$ cat config.mk
export PLATFORM = sky130hd
export DESIGN_NAME = mean_std_dev_standard_score_core_flat
export DESIGN_NICKNAME = d
export VERILOG_FILES = /design/src/sv/msd_pkg.sv /design/src/sv/msd_if.sv /design/src/sv/msd_front.sv /design/src/sv/msd_queue.sv /design/src/sv/msd_back.sv /design/src/sv/mean_std_dev_standard_score_core.sv /design/src/flat_wrapper.sv
export VERILOG_INCLUDE_DIRS = /design/src /design/src/sv
export SDC_FILE = /design/constraint.sdc
export NUM_CORES = 2
export LEC_CHECK = 0
export BUFFER_PORTS_ARGS = -buffer_cell sky130_fd_sc_hd__buf_2
export CAP_MARGIN = 10
export CORE_ASPECT_RATIO = 1.75
export CORE_MARGIN = 1
export CORE_UTILIZATION = 64
export DETAILED_ROUTE_END_ITERATION = 16
export PLACE_DENSITY = 0.81
export SLEW_MARGIN = 15
export SYNTH_ARGS = -nofsm -noshare
export SYNTH_HDL_FRONTEND = slang
export SYNTH_SLANG_ARGS = --single-unit
export TNS_END_PERCENT = 100
$ cat constraint.sdc
create_clock -name clk -period 11.6 [get_ports clk]
set_clock_uncertainty 0.1 [all_clocks]
set_input_delay 0 -clock clk [delete_from_list [all_inputs] [get_ports clk]]
set_output_delay 0 -clock clk [all_outputs]
set_load 0.005 [all_outputs]
$ cat src/sv/assert_macros.svh
// Assertion macros shared by the RTL modules of the statistics block.
// Included by files that carry concurrent assertions.
`ifndef ASSERT_MACROS_SVH
`define ASSERT_MACROS_SVH
// Implication checked on every clock edge outside reset.
`define ASSERT_IMP(label, clk, rst_n, ante, cons) \
	label: assert property (@(posedge clk) disable iff (!rst_n) (ante) |-> (cons)) \
		else $error("assertion failed");
// Next-cycle implication checked on every clock edge outside reset.
`define ASSERT_NXT(label, clk, rst_n, ante, cons) \
	label: assert property (@(posedge clk) disable iff (!rst_n) (ante) |=> (cons)) \
		else $error("assertion failed");
`endif

$ cat src/sv/msd_pkg.sv
// Package for the mean, deviation and standard score block.
// Holds sizes, widths, the back end state type and the queue entry type.
package msd_pkg;
	localparam int MaxItems = 64;
	localparam int IdxW = $clog2(MaxItems);
	localparam int CntW = IdxW + 1;
	localparam int SumW = 14;
	localparam int SqW = 22;

	typedef struct packed {
		logic [CntW-1:0] count;
		logic [SumW-1:0] sum;
		logic [SqW-1:0]  sq;
		logic            dropped;
		logic            bank;
	} set_info_t;

	typedef enum logic [2:0] {
		BE_IDLE, BE_MEAN, BE_ROOT, BE_SDIV, BE_READ, BE_SCORE, BE_EMIT
	} be_state_t;
endpackage

$ cat src/sv/msd_if.sv
// Valid/ready channel interface carrying one sample or one result.
// No dependencies.
interface msd_in_if;
	logic       valid;
	logic       ready;
	logic [7:0] sample_value;
	logic       last_item;
	modport source (output valid, sample_value, last_item, input ready);
	modport sink (input valid, sample_value, last_item, output ready);
endinterface

interface msd_out_if;
	logic               valid;
	logic               ready;
	logic [5:0]         item_index;
	logic [7:0]         sample_out;
	logic signed [15:0] standard_score;
	logic [13:0]        total;
	logic [15:0]        mean_q;
	logic [14:0]        std_dev_q;
	logic               zero_spread;
	logic               overflow;
	logic               last_result;
	modport source (output valid, item_index, sample_out, standard_score, total, mean_q,
		std_dev_q, zero_spread, overflow, last_result, input ready);
	modport sink (input valid, item_index, sample_out, standard_score, total, mean_q,
		std_dev_q, zero_spread, overflow, last_result, output ready);
endinterface

$ cat src/sv/msd_front.sv
// Front end: accepts samples, writes them into one of two store banks and
// accumulates count, sum and sum of squares. Depends on msd_pkg.
`include "assert_macros.svh"
module msd_front (
	input  logic                clk,
	input  logic                arst_n,
	msd_in_if.sink              in_ch,
	input  logic                q_full,
	output logic                q_push,
	output msd_pkg::set_info_t  q_data,
	output logic                wr_en,
	output logic [msd_pkg::IdxW:0] wr_addr,
	output logic [7:0]          wr_data
);
	import msd_pkg::*;

	logic [CntW-1:0] count_q;
	logic [SumW-1:0] sum_q;
	logic [SqW-1:0]  sq_q;
	logic            drop_q;
	logic            bank_q;
	logic            acc;
	logic            room;
	logic [SumW-1:0] sum_n;
	logic [SqW-1:0]  sq_n;
	logic [15:0]     xx;

	assign in_ch.ready = !q_full;
	assign acc = in_ch.valid && in_ch.ready;
	assign room = count_q < CntW'(MaxItems);
	assign xx = 16'(in_ch.sample_value) * 16'(in_ch.sample_value);
	assign sum_n = sum_q + SumW'(in_ch.sample_value);
	assign sq_n = sq_q + SqW'(xx);
	assign wr_en = acc && room;
	assign wr_addr = {bank_q, count_q[IdxW-1:0]};
	assign wr_data = in_ch.sample_value;
	assign q_push = acc && in_ch.last_item;

	always_comb begin
		q_data.count = room ? count_q + CntW'(1) : count_q;
		q_data.sum = room ? sum_n : sum_q;
		q_data.sq = room ? sq_n : sq_q;
		q_data.dropped = drop_q || !room;
		q_data.bank = bank_q;
	end

	always_ff @(posedge clk or negedge arst_n) begin
		if (!arst_n) begin
			count_q <= '0;
			sum_q <= '0;
			sq_q <= '0;
			drop_q <= 1'b0;
			bank_q <= 1'b0;
		end else if (acc) begin
			if (in_ch.last_item) begin
				count_q <= '0;
				sum_q <= '0;
				sq_q <= '0;
				drop_q <= 1'b0;
				bank_q <= !bank_q;
			end else if (room) begin
				count_q <= count_q + CntW'(1);
				sum_q <= sum_n;
				sq_q <= sq_n;
			end else begin
				drop_q <= 1'b1;
			end
		end
	end

	`ASSERT_IMP(a_cnt_max, clk, arst_n, 1'b1, count_q <= CntW'(MaxItems))
	`ASSERT_NXT(a_last_clr, clk, arst_n, q_push, count_q == '0)
endmodule

$ cat src/sv/msd_queue.sv
// Two-entry queue of finished set summaries between front and back ends.
// Depends on msd_pkg.
`include "assert_macros.svh"
module msd_queue (
	input  logic               clk,
	input  logic               arst_n,
	input  logic               push,
	input  msd_pkg::set_info_t push_data,
	input  logic               pop,
	output logic               full,
	output logic               empty,
	output msd_pkg::set_info_t head
);
	import msd_pkg::*;

	set_info_t  mem_q [2];
	logic       wp_q;
	logic       rp_q;
	logic [1:0] n_q;

	assign full = n_q == 2'd2;
	assign empty = n_q == 2'd0;
	assign head = mem_q[rp_q];

	always_ff @(posedge clk) begin
		if (push) begin
			mem_q[wp_q] <= push_data;
		end
	end

	always_ff @(posedge clk or negedge arst_n) begin
		if (!arst_n) begin
			wp_q <= 1'b0;
			rp_q <= 1'b0;
			n_q <= '0;
		end else begin
			if (push) begin
				wp_q <= !wp_q;
			end
			if (pop) begin
				rp_q <= !rp_q;
			end
			n_q <= n_q + 2'(push) - 2'(pop);
		end
	end

	`ASSERT_IMP(a_no_ovf, clk, arst_n, push, !full)
	`ASSERT_IMP(a_no_unf, clk, arst_n, pop, !empty)
endmodule

$ cat src/sv/msd_back.sv
// Back end: computes mean, deviation and per-sample scores with shared
// iterative divider and square root, reading the sample store. Depends on msd_pkg.
`include "assert_macros.svh"
module msd_back (
	input  logic               clk,
	input  logic               arst_n,
	input  logic               q_empty,
	input  msd_pkg::set_info_t q_head,
	output logic               q_pop,
	input  logic               wr_en,
	input  logic [msd_pkg::IdxW:0] wr_addr,
	input  logic [7:0]         wr_data,
	msd_out_if.source          out_ch
);
	import msd_pkg::*;

	localparam int DivW = 28;
	localparam int DivCW = $clog2(DivW + 1);
	localparam int RootW = 44;
	localparam int RootCW = $clog2(RootW / 2 + 1);

	logic [7:0]       store_q [2*MaxItems];
	logic [7:0]       rd_q;
	be_state_t        st_q, st_n;
	logic [CntW-1:0]  k_q;
	logic [15:0]      mean_q;
	logic [14:0]      sd_q;
	logic [DivW-1:0]  num_q;
	logic [DivW-1:0]  rem_q;
	logic [DivW-1:0]  den_q;
	logic [DivCW-1:0] dcnt_q;
	logic [RootW-1:0] rv_q;
	logic [RootW/2:0] rr_q;
	logic [RootW/2+2:0] rrem_q;
	logic [RootCW-1:0] rcnt_q;
	logic             neg_q;
	logic             ldiv;
	logic [DivW:0]    dtrial;
	logic [RootW/2+2:0] rtrial;
	logic [RootW/2+2:0] rsh;
	logic [35:0]      nq;
	logic [27:0]      ss;
	logic [35:0]      var_d;
	logic [15:0]      xq;
	logic [15:0]      dmag;
	logic [DivW-1:0]  quo;
	logic signed [DivW+1:0] sc;
	logic signed [15:0] sc_sat;
	logic [15:0]      cnt16;

	always_ff @(posedge clk) begin
		if (wr_en) begin
			store_q[wr_addr] <= wr_data;
		end
		rd_q <= store_q[{q_head.bank, k_q[IdxW-1:0]}];
	end

	assign cnt16 = 16'(q_head.count);
	assign nq = 36'(q_head.count) * 36'(q_head.sq);
	assign ss = 28'(q_head.sum) * 28'(q_head.sum);
	assign var_d = (nq > 36'(ss)) ? nq - 36'(ss) : '0;
	assign xq = {rd_q, 8'h00};
	assign dmag = (xq >= mean_q) ? xq - mean_q : mean_q - xq;
	assign dtrial = {rem_q, num_q[DivW-1]} - {1'b0, den_q};
	assign rsh = {rrem_q[RootW/2:0], rv_q[RootW-1:RootW-2]};
	assign rtrial = rsh - {rr_q, 2'b01};
	assign quo = num_q;
	assign ldiv = dcnt_q == '0;

	always_comb begin
		if (neg_q) begin
			sc = (DivW+2)'(12800) - $signed({2'b00, quo}) - $signed((DivW+2)'(rem_q != '0));
		end else begin
			sc = (DivW+2)'(12800) + $signed({2'b00, quo});
		end
		if (sd_q == '0) begin
			sc_sat = 16'sd12800;
		end else if (sc > (DivW+2)'(32767)) begin
			sc_sat = 16'sh7fff;
		end else if (sc < -(DivW+2)'(32768)) begin
			sc_sat = -16'sh8000;
		end else begin
			sc_sat = sc[15:0];
		end
	end

	always_comb begin
		st_n = st_q;
		case (st_q)
			BE_IDLE:  if (!q_empty) st_n = BE_MEAN;
			BE_MEAN:  if (ldiv) st_n = BE_ROOT;
			BE_ROOT:  if (rcnt_q == '0) st_n = BE_SDIV;
			BE_SDIV:  if (ldiv) st_n = BE_READ;
			BE_READ:  st_n = BE_SCORE;
			BE_SCORE: if (ldiv) st_n = BE_EMIT;
			BE_EMIT: begin
				if (out_ch.ready) begin
					st_n = (k_q + CntW'(1) == q_head.count) ? BE_IDLE : BE_READ;
				end
			end
			default: st_n = BE_IDLE;
		endcase
	end

	always_comb begin
		out_ch.valid = st_q == BE_EMIT;
		q_pop = (st_q == BE_EMIT) && out_ch.ready && (k_q + CntW'(1) == q_head.count);
	end

	always_ff @(posedge clk or negedge arst_n) begin
		if (!arst_n) begin
			st_q <= BE_IDLE;
		end else begin
			st_q <= st_n;
		end
	end

	always_ff @(posedge clk) begin
		case (st_q)
			BE_IDLE: begin
				k_q <= '0;
				num_q <= DivW'({q_head.sum, 8'h00});
				den_q <= DivW'(q_head.count);
				rem_q <= '0;
				dcnt_q <= DivCW'(DivW - 1);
				rv_q <= {var_d[27:0], 16'h0000};
				rr_q <= '0;
				rrem_q <= '0;
				rcnt_q <= RootCW'(RootW / 2 - 1);
			end
			BE_MEAN, BE_SDIV: begin
				num_q <= {num_q[DivW-2:0], !dtrial[DivW]};
				rem_q <= dtrial[DivW] ? {rem_q[DivW-2:0], num_q[DivW-1]} : dtrial[DivW-1:0];
				dcnt_q <= dcnt_q - DivCW'(1);
				if (ldiv && st_q == BE_MEAN) begin
					mean_q <= {num_q[14:0], !dtrial[DivW]};
				end
				if (ldiv && st_q == BE_SDIV) begin
					sd_q <= {num_q[13:0], !dtrial[DivW]};
				end
			end
			BE_SCORE: begin
				if (dcnt_q == DivCW'(DivW)) begin
					num_q <= DivW'(dmag) * DivW'(12'd2560);
					neg_q <= xq < mean_q;
					rem_q <= '0;
				end else begin
					num_q <= {num_q[DivW-2:0], !dtrial[DivW]};
					rem_q <= dtrial[DivW] ? {rem_q[DivW-2:0], num_q[DivW-1]}
						: dtrial[DivW-1:0];
				end
				dcnt_q <= dcnt_q - DivCW'(1);
			end
			BE_ROOT: begin
				rv_q <= {rv_q[RootW-3:0], 2'b00};
				rcnt_q <= rcnt_q - RootCW'(1);
				if (!rtrial[RootW/2+2]) begin
					rrem_q <= rtrial;
					rr_q <= {rr_q[RootW/2-1:0], 1'b1};
				end else begin
					rrem_q <= rsh;
					rr_q <= {rr_q[RootW/2-1:0], 1'b0};
				end
				if (rcnt_q == '0) begin
					num_q <= DivW'(!rtrial[RootW/2+2] ? {rr_q[RootW/2-1:0], 1'b1}
						: {rr_q[RootW/2-1:0], 1'b0});
					den_q <= DivW'(cnt16);
					rem_q <= '0;
					dcnt_q <= DivCW'(DivW - 1);
				end
			end
			BE_READ: begin
				num_q <= '0;
				rem_q <= '0;
				den_q <= DivW'(sd_q);
				dcnt_q <= DivCW'(DivW);
				neg_q <= 1'b0;
			end
			BE_EMIT: begin
				if (out_ch.ready) begin
					k_q <= k_q + CntW'(1);
				end
			end
			default: ;
		endcase
	end

	always_comb begin
		out_ch.item_index = k_q[IdxW-1:0];
		out_ch.sample_out = rd_q;
		out_ch.standard_score = sc_sat;
		out_ch.total = q_head.sum;
		out_ch.mean_q = mean_q;
		out_ch.std_dev_q = sd_q;
		out_ch.zero_spread = sd_q == '0;
		out_ch.overflow = q_head.dropped;
		out_ch.last_result = k_q + CntW'(1) == q_head.count;
	end

	`ASSERT_IMP(a_pop_last, clk, arst_n, q_pop, out_ch.last_result)
	`ASSERT_IMP(a_emit_ne, clk, arst_n, out_ch.valid, !q_empty)
	`ASSERT_NXT(a_hold, clk, arst_n, out_ch.valid && !out_ch.ready, out_ch.valid)
endmodule

$ cat src/sv/mean_std_dev_standard_score_core.sv
// Statistics core: mean, population deviation and standard scores of sample sets.
// Loading takes one sample per cycle while fewer than two finished sets wait.
// After the back end takes a set it runs an idle step, the mean division, the square root,
// the deviation division, a sample read and the score division before the first result.
// Each further result repeats the read and score division after the prior is accepted.
// Asynchronous active-low reset clears front counters, queue and state, not the store.
module mean_std_dev_standard_score_core (
	input  logic       clk,
	input  logic       arst_n,
	msd_in_if.sink     in_ch,
	msd_out_if.source  out_ch
);
	import msd_pkg::*;

	logic       q_full, q_empty, q_push, q_pop;
	set_info_t  q_in, q_head;
	logic       wr_en;
	logic [IdxW:0] wr_addr;
	logic [7:0] wr_data;

	msd_front u_front (.clk, .arst_n, .in_ch, .q_full, .q_push, .q_data(q_in),
		.wr_en, .wr_addr, .wr_data);
	msd_queue u_queue (.clk, .arst_n, .push(q_push), .push_data(q_in), .pop(q_pop),
		.full(q_full), .empty(q_empty), .head(q_head));
	msd_back u_back (.clk, .arst_n, .q_empty, .q_head, .q_pop, .wr_en, .wr_addr,
		.wr_data, .out_ch);
endmodule
$ cat src/flat_wrapper.sv
// flat-port wrapper written by rule: the top's interface ports become plain ports
module mean_std_dev_standard_score_core_flat import msd_pkg::*;
  (clk, arst_n, in_ch_valid, in_ch_sample_value, in_ch_last_item, in_ch_ready, out_ch_valid, out_ch_item_index, out_ch_sample_out, out_ch_standard_score, out_ch_total, out_ch_mean_q, out_ch_std_dev_q, out_ch_zero_spread, out_ch_overflow, out_ch_last_result, out_ch_ready);
  msd_in_if in_ch_i ();
  msd_out_if out_ch_i ();
  input  logic clk;
  input  logic arst_n;
  input wire logic [$bits(in_ch_i.valid)-1:0] in_ch_valid;
  input wire logic [$bits(in_ch_i.sample_value)-1:0] in_ch_sample_value;
  input wire logic [$bits(in_ch_i.last_item)-1:0] in_ch_last_item;
  output wire logic [$bits(in_ch_i.ready)-1:0] in_ch_ready;
  output wire logic [$bits(out_ch_i.valid)-1:0] out_ch_valid;
  output wire logic [$bits(out_ch_i.item_index)-1:0] out_ch_item_index;
  output wire logic [$bits(out_ch_i.sample_out)-1:0] out_ch_sample_out;
  output wire logic [$bits(out_ch_i.standard_score)-1:0] out_ch_standard_score;
  output wire logic [$bits(out_ch_i.total)-1:0] out_ch_total;
  output wire logic [$bits(out_ch_i.mean_q)-1:0] out_ch_mean_q;
  output wire logic [$bits(out_ch_i.std_dev_q)-1:0] out_ch_std_dev_q;
  output wire logic [$bits(out_ch_i.zero_spread)-1:0] out_ch_zero_spread;
  output wire logic [$bits(out_ch_i.overflow)-1:0] out_ch_overflow;
  output wire logic [$bits(out_ch_i.last_result)-1:0] out_ch_last_result;
  input wire logic [$bits(out_ch_i.ready)-1:0] out_ch_ready;
  assign in_ch_i.valid = in_ch_valid;
  assign in_ch_i.sample_value = in_ch_sample_value;
  assign in_ch_i.last_item = in_ch_last_item;
  assign in_ch_ready = in_ch_i.ready;
  assign out_ch_valid = out_ch_i.valid;
  assign out_ch_item_index = out_ch_i.item_index;
  assign out_ch_sample_out = out_ch_i.sample_out;
  assign out_ch_standard_score = out_ch_i.standard_score;
  assign out_ch_total = out_ch_i.total;
  assign out_ch_mean_q = out_ch_i.mean_q;
  assign out_ch_std_dev_q = out_ch_i.std_dev_q;
  assign out_ch_zero_spread = out_ch_i.zero_spread;
  assign out_ch_overflow = out_ch_i.overflow;
  assign out_ch_last_result = out_ch_i.last_result;
  assign out_ch_i.ready = out_ch_ready;
  mean_std_dev_standard_score_core u_core (.clk(clk), .arst_n(arst_n), .in_ch(in_ch_i), .out_ch(out_ch_i));
endmodule
# ---- Yosys cells after proc, flatten, opt, wreduce, memory -nomap -nowiden
# Memories as Yosys holds them, arrays and structs flattened. A register that Yosys moved wholly into a read port is not among the register bits.
# Index checks and enable logic that the tools add are counted.
dict set report classes {
  shift 0
  order_cmp 6
  n_reduce_logical 41
  mul 4
  bitwise_logic 0
  mux 48
  eq_ne 17
  div 0
  addsub 16
}
# operator n
set op_table {}
lappend op_table {{$mux 28} 7}
lappend op_table {{$pmux 28 s5} 1}
lappend op_table {{$pmux 28 s4} 1}
lappend op_table {{$pmux 23 s2} 2}
lappend op_table {{$pmux 44 s2} 1}
lappend op_table {{$pmux 28 s3} 1}
lappend op_table {{$mux 16} 4}
lappend op_table {{$mux 22} 2}
lappend op_table {{$sub 16x16->16} 2}
lappend op_table {{$gt 30x16->1 const B} 1}
lappend op_table {{$lt 30x16->1 const B} 1}
lappend op_table {{$mux 30} 1}
lappend op_table {{$sub 29x2->30} 1}
lappend op_table {{$add 14x28->29 const A} 1}
lappend op_table {{$gt 29x28->1} 1}
lappend op_table {{$mul 7x22->29} 1}
lappend op_table {{$sub 14x28->29 const A} 1}
lappend op_table {{$sub 29x28->29} 1}
lappend op_table {{$mul 14x14->28} 1}
lappend op_table {{$mux 14} 2}
lappend op_table {{$reduce_bool 28->1} 1}
lappend op_table {{$sub 28x28->28} 1}
lappend op_table {{$sub 25x25->25} 1}
lappend op_table {{$mux 23} 1}
lappend op_table {{43 further kinds} 95}
dict set report word_totals {
  n_memories 2
  reg_bits 275
  ram_bits 1114
  latch_bits 0
  romBits 0
  elab_cells 155
  out_inout_bits 80
  inputBits 13
}
# memory depth width read_ports rd_clocked_by_memory_dff wr line_no
set mem_list {}
lappend mem_list {u_core.u_back.store_q 128 8 1 1 1 msd_back.sv:22} ;# logic [7:0] store_q [2*MaxItems];
lappend mem_list {u_core.u_queue.mem_q 2 45 1 0 1 msd_queue.sv:16} ;# set_info_t mem_q [2];

# ---- Longest topological paths before layout
dict set report depth {
  depth_word 7
  depth_mapped 42
  mapped_depth_nobuf 37
}

# ---- Modules after synthesis
# Synthesis repeated with hierarchy kept, for this count alone.
dict set report hier_totals {
  cells_unflattened 5319
  hier_area_um2 74232.4
}
# mod area_per_inst_um2 seq_area_each_um2 cells_per_inst instances
set by_module_without_submodules {}
lappend by_module_without_submodules {msd_back 65422.7 36810.3 4579 1}
lappend by_module_without_submodules {msd_front 5166.2 1126.1 585 1}
lappend by_module_without_submodules {msd_queue 3643.5 2802.7 155 1}

# ---- Least setup slack after synthesis
# No wires, ideal clock.
dict set report synth_path {
  kind {register -> register}
  from {register u_core.u_queue.rp_q}
  to {register u_core.u_back.rv_q[37], data pin}
  stages_incl_launch_ff 40
  required_ps 11244
  t_arrival_ps 9622
  path_buffers 5
  setup_slack_ps 1622
  setup_time_ps 256
  synth_period_minus_slack_ps 9978
  path_cell_list {dfrtp_1 > clkbuf_1 > clkbuf_1 > buf_1 > mux2i_1 > inv_1 > clkbuf_1 > nand2_1 > inv_1 > ha_1 > xnor2_1 > fa_1 > inv_1 > fa_1 > inv_1 > fa_1 > inv_1 > fa_1 > [... 4 more ...] > or3_1 > o21ai_0 > a211oi_1 > o31a_1 > o21ai_0 > nand2b_1 > a21oi_1 > xor2_1 > ha_1 > and4_1 > and3_1 > a21oi_1 > nand2_1 > a221o_1 > a2111oi_0 > o21ai_1 > clkbuf_1 > a22o_1}
}
dict set report synth_via {
  elab_chain_len 5
  word_cells_on_any_way 7
  cone_classes {add/sub: 1; mul: 2; order compare: 1; mux: 2; memory: 1}
}
# item line_no
set synth_rtl {}
lappend synth_rtl {{start, declared} msd_queue.sv:18} ;# logic rp_q;
lappend synth_rtl {{start signal, assigned} msd_queue.sv:41} ;# rp_q <= !rp_q;
lappend synth_rtl {{$mem_v2 2x45 *} n/a}
lappend synth_rtl {{via out_ch_total[4]} flat_wrapper.sv:16} ;# output wire logic [$bits(out_ch_i.total)-1:0] out_ch_total;
lappend synth_rtl {{$mul 14x14->28 *} msd_back.sv:60} ;# assign ss = 28'(q_head.sum) * 28'(q_head.sum);
lappend synth_rtl {{$sub 28x28->28 / $gt 29x28->1 (equally long branches)} msd_back.sv:61} ;# assign var_d = (nq > 36'(ss)) ? nq - 36'(ss) : '0;
lappend synth_rtl {{$mux 28 *} msd_back.sv:61}
lappend synth_rtl {{$pmux 44 s2 *} msd_back.sv:119} ;# case (st_q)
lappend synth_rtl {{end signal, assigned} msd_back.sv:126} ;# rv_q <= {var_d[27:0], 16'h0000};
lappend synth_rtl {{end signal, assigned} msd_back.sv:155} ;# rv_q <= {rv_q[RootW-3:0], 2'b00};
lappend synth_rtl {{end, declared} msd_back.sv:32} ;# logic [RootW-1:0] rv_q;
# The timed path passes the listed nets; every way through them passes the cells marked *. The select of a mux whose other input is x is not followed.
# A chain may end at the register's enable or synchronous reset.

# ---- Worst setup path in the final report
dict set report layout_path {
  from {register u_core.u_queue.rp_q}
  to {register u_core.u_back.rv_q[42], data pin}
}
dict set report layout_via {
  elab_chain_len 5
  word_cells_on_any_way 7
  cone_classes {add/sub: 1; mul: 2; order compare: 1; mux: 2; memory: 1}
}
# item line_no
set layout_rtl {}
lappend layout_rtl {{$mem_v2 2x45 *} n/a}
lappend layout_rtl {{$mul 7x22->29 / $mul 14x14->28 (equally long branches)} {msd_back.sv:59, msd_back.sv:60}}
lappend layout_rtl {{$sub 28x28->28 / $gt 29x28->1 (equally long branches)} msd_back.sv:61}
lappend layout_rtl {{$mux 28 *} msd_back.sv:61}
lappend layout_rtl {{$pmux 44 s2 *} msd_back.sv:119}
# Mark *: on every way between the ends. The rest lies on a longest branch, timed or not. The select of a mux whose other input is x is not followed.

==> metrics.yaml <==
slew_headroom_pct: 22.1
synth_edf_count: 1308
drt_iter0_drc: 4477
remaining_drc_errors: 0
finalSetupTns_ps: 0
crit_family: "adder cells"
finalSetupViolations: 0
required_ps: 12000
cp_max_fo: 25
hold_violations: 0
grt_use_met3_pct: 6.03
grtUsageMet1_pct: 37.2
clock-sinks: 1368
syn-cell-area_sq_um: 73300
cts-root-buf: "clkbuf_16"
grt-busiest-layer: "met2"
ys_seq_area_share_pct: 55.6
area_delta_synth_final_pct: 8.42
grt_max_degree: 168
layout-drive-gt1-share_pct: 14.7
synth_ff_type: "edfxtp_1"
fmax_mhz: 100
start_util_pct: 64.8
finalCriticalPeriod_ps: 9990
cts.path.max_buffers: 3
max-cap-violations: 0
use_met2_pct: 61.6
yosysWarnings: 0
htree_levels: 3
wire_per_inst_um: 29.0
worstMarginPinSlew_ps: 1170
fin_cells: 6902
die_h_um: 450
endpoint_kind: "flop"
dp.final_hpwl_mm: 133
syn_inst: 5227
period_share_pct: 86.1
grt_pass1_wl_mm: 298
grt_pass1_vias: 47700
start_kind: "flop"
ys_ff_latch: 1368
vias: 45800
die-area_sq_um: 116000
drv_slew: 0
grt_antenna_before_repair: 5
worst-path-buf-inv: 8
status: "complete, no violations"
max_stage_delay_ps: 690
synthesis.nets: 5805
cts_tree: "done"
numPortBuffers: 92
synth.distinct_cells: 89
dieWidth_um: 258
cts.clk_slew.worst_paths_ps: 80
min_path_type: "input pin to flop"
nets: 5895
routed_wl_mm: 200
firstDrtPassIters: 8
worstPathArrival_ps: 10390
vias_per_cell: 6.64
syn_avg_cell_area_sq_um: 14.0
synthArstFlopShare_pct: 3.80
post-place-cells: 6672
worstSetupPathType: "flop to flop"
coreArea_sq_um: 113000
num_rows: 163
overflow: 0
clk_latency_ps: 780
rsz0062_at_grt: "no"
crit_slowest_cell: "mux2i_1"
track_usage_pct: 35.2
cts_buffers: 114
gp_congestion: 1.01
cts_setup_buffers: 0
antenna_left: 0
io_pins: 93
per-layer routing:
layer,up-vias,share of wire (%)
li1,19400,-
met1,23100,31
met2,2557,52
met3,740,7.3
met4,4,9.3
met5,-,0.012
cell families (layout without fill, tap and decap cells):
group	after synthesis	in the layout	share of synthesized area, %
DFF	1368	1368	55.6
adders and majority gates	565	565	12.3
muxes	438	438	11.8
and+or+nand+nor	1248	1248	7.82
other	0	3	0
AOI/OAI and AO/OA	662	662	5.96
buffers and inverters	706	893	3.70
xor gates and xnor gates	240	240	2.87
sequential cells by signal, summed over array words and instances, names as in the netlist, 3 cells and up:
name	cells
u_core.u_back.k_q	7
u_core.u_back.out_ch.mean_q	16
u_core.u_back.rcnt_q	5
u_core.u_back.out_ch.std_dev_q	15
u_core.u_back.out_ch.sample_out	8
u_core.u_back.dcnt_q	5
u_core.u_back.rr_q	23
u_core.u_back.store_q	1024
u_core.u_back.rv_q	28
u_core.u_back.num_q	28
u_core.u_front.sum_q	14
u_core.u_back.rem_q	28
u_core.u_queue.mem_q	90
u_core.u_back.st_q	3
u_core.u_front.sq_q	22
u_core.u_back.rrem_q	23
u_core.u_front.count_q	7
u_core.u_back.den_q	15
worst register-to-register path: cells and delay by family (launching register included):
family | cells | cell delay, ps
muxes | 1 | 700
adders and majority gates | 8 | 3640
xor gates and xnor gates | 1 | 130
AOI/OAI and AO/OA | 13 | 2930
and+or+nand+nor | 3 | 470
buffers and inverters | 8 | 1160
DFF | 1 | 580
repair_timing:
item / 4_1_cts / 5_1_grt
resized for setup: 0 / 0
hold endpoints to repair: 337 / 0
hold buffers: 14 / 0
cells in the final DEF (no fill, tap or decap), types with 22 or more instances in the layout:
cell type     n
a211oi_1     26
a21o_1       56
a21oi_1     176
a22o_1       28
a31oi_1      24
and2_1       52
and3_1       22
buf_2        84
buf_4        81
clkbuf_1     22
clkbuf_16   114
clkinv_1     25
clkinv_2     22
dfrtp_1      50
edfxtp_1   1308
fa_1        257
ha_1        308
inv_1       489
mux2_2       51
mux2i_1      48
mux4_2      336
nand2_1     372
nand2b_1     33
nand3_1      84
nor2_1      440
nor2b_1      35
nor3_1       58
o21ai_0     146
o21bai_1     26
or3_1        26
xnor2_1     160
xor2_1       78
cells in the mapped netlist (all sizes together), types with 8 or more instances:
master	count	area [sq um]
mux2	52	586
nor2	443	1660
a211oi	26	195
and3	23	144
buf	58	283
xor2	79	692
a22o	28	245
o22ai	9	56.3
nand2b	33	206
a211o	11	96.3
mux2i	50	500
or2	20	125
nand4	18	113
clkbuf	150	563
and4	9	78.8
nand3	86	430
o21bai	26	195
nor3b	10	75.1
fa	257	5140
inv	489	1840
o21ai	149	749
dfrtp	52	1300
o21a	19	143
mux4	336	7570
and2	55	347
dfxtp	8	160
clkinv	9	33.8
nor2b	35	219
xnor2	161	1410
nor4	19	134
o41ai	9	78.8
a21o	56	420
nor3	60	305
o31ai	28	250
ha	308	3850
or3	26	163
nand2	375	1410
o211ai	17	128
or4	13	105
a31oi	25	163
a221oi	12	111
a21oi	177	886
edfxtp	1308	39300
layout make-up:
class,count,area [sq um]
antenna,3,7.51
clock buffer,139,2980
clock inverter,74,866
fill,7102,33700
inverter,498,1870
multi-input combinational,3153,29900
sequential,1368,40700
tap,1485,1860
timing repair buffer,182,1230
path summary, 6_finish.rpt:
| path | from | endpoint | slack, ps | depth (start not counted) |
|---|---|---|---|---|
| setup / recovery | u_core.u_queue.rp_q | u_core.u_back.rv_q[42] | 1610 | 34 |
| hold / removal | in_ch_sample_value[7] | u_core.u_back.store_q[29][7] | 80 | 2 |
| setup reg to reg | u_core.u_queue.rp_q | u_core.u_back.rv_q[42] | 1610 | 34 |
| hold reg to reg | u_core.u_front.sq_q[0] | u_core.u_front.sq_q[0] | 420 | 2 |
| max in group asynchronous | arst_n | u_core.u_queue.rp_q | 10340 | 4 |
| min in group asynchronous | arst_n | u_core.u_front.sq_q[1] | 390 | 4 |
per-stage QoR:
stage / worst slack (ps) / hold slack (ps) / instance area [sq um] / util [%]
floorplan: 1620 / -396 / 73300 / -
global placement: 1860 / 104 / 75500 / 66.7
detailed placement: 1730 / 118 / 75500 / 66.7
CTS: 1690 / 80.4 / 79500 / 70.2
global route: 1030 / 106 / 79500 / 70.2
finish: 1610 / 83.3 / 79500 / 70.2
Power is not shown: default switching activity piles up to over one toggle a cycle in this logic, so the estimate is an artifact.
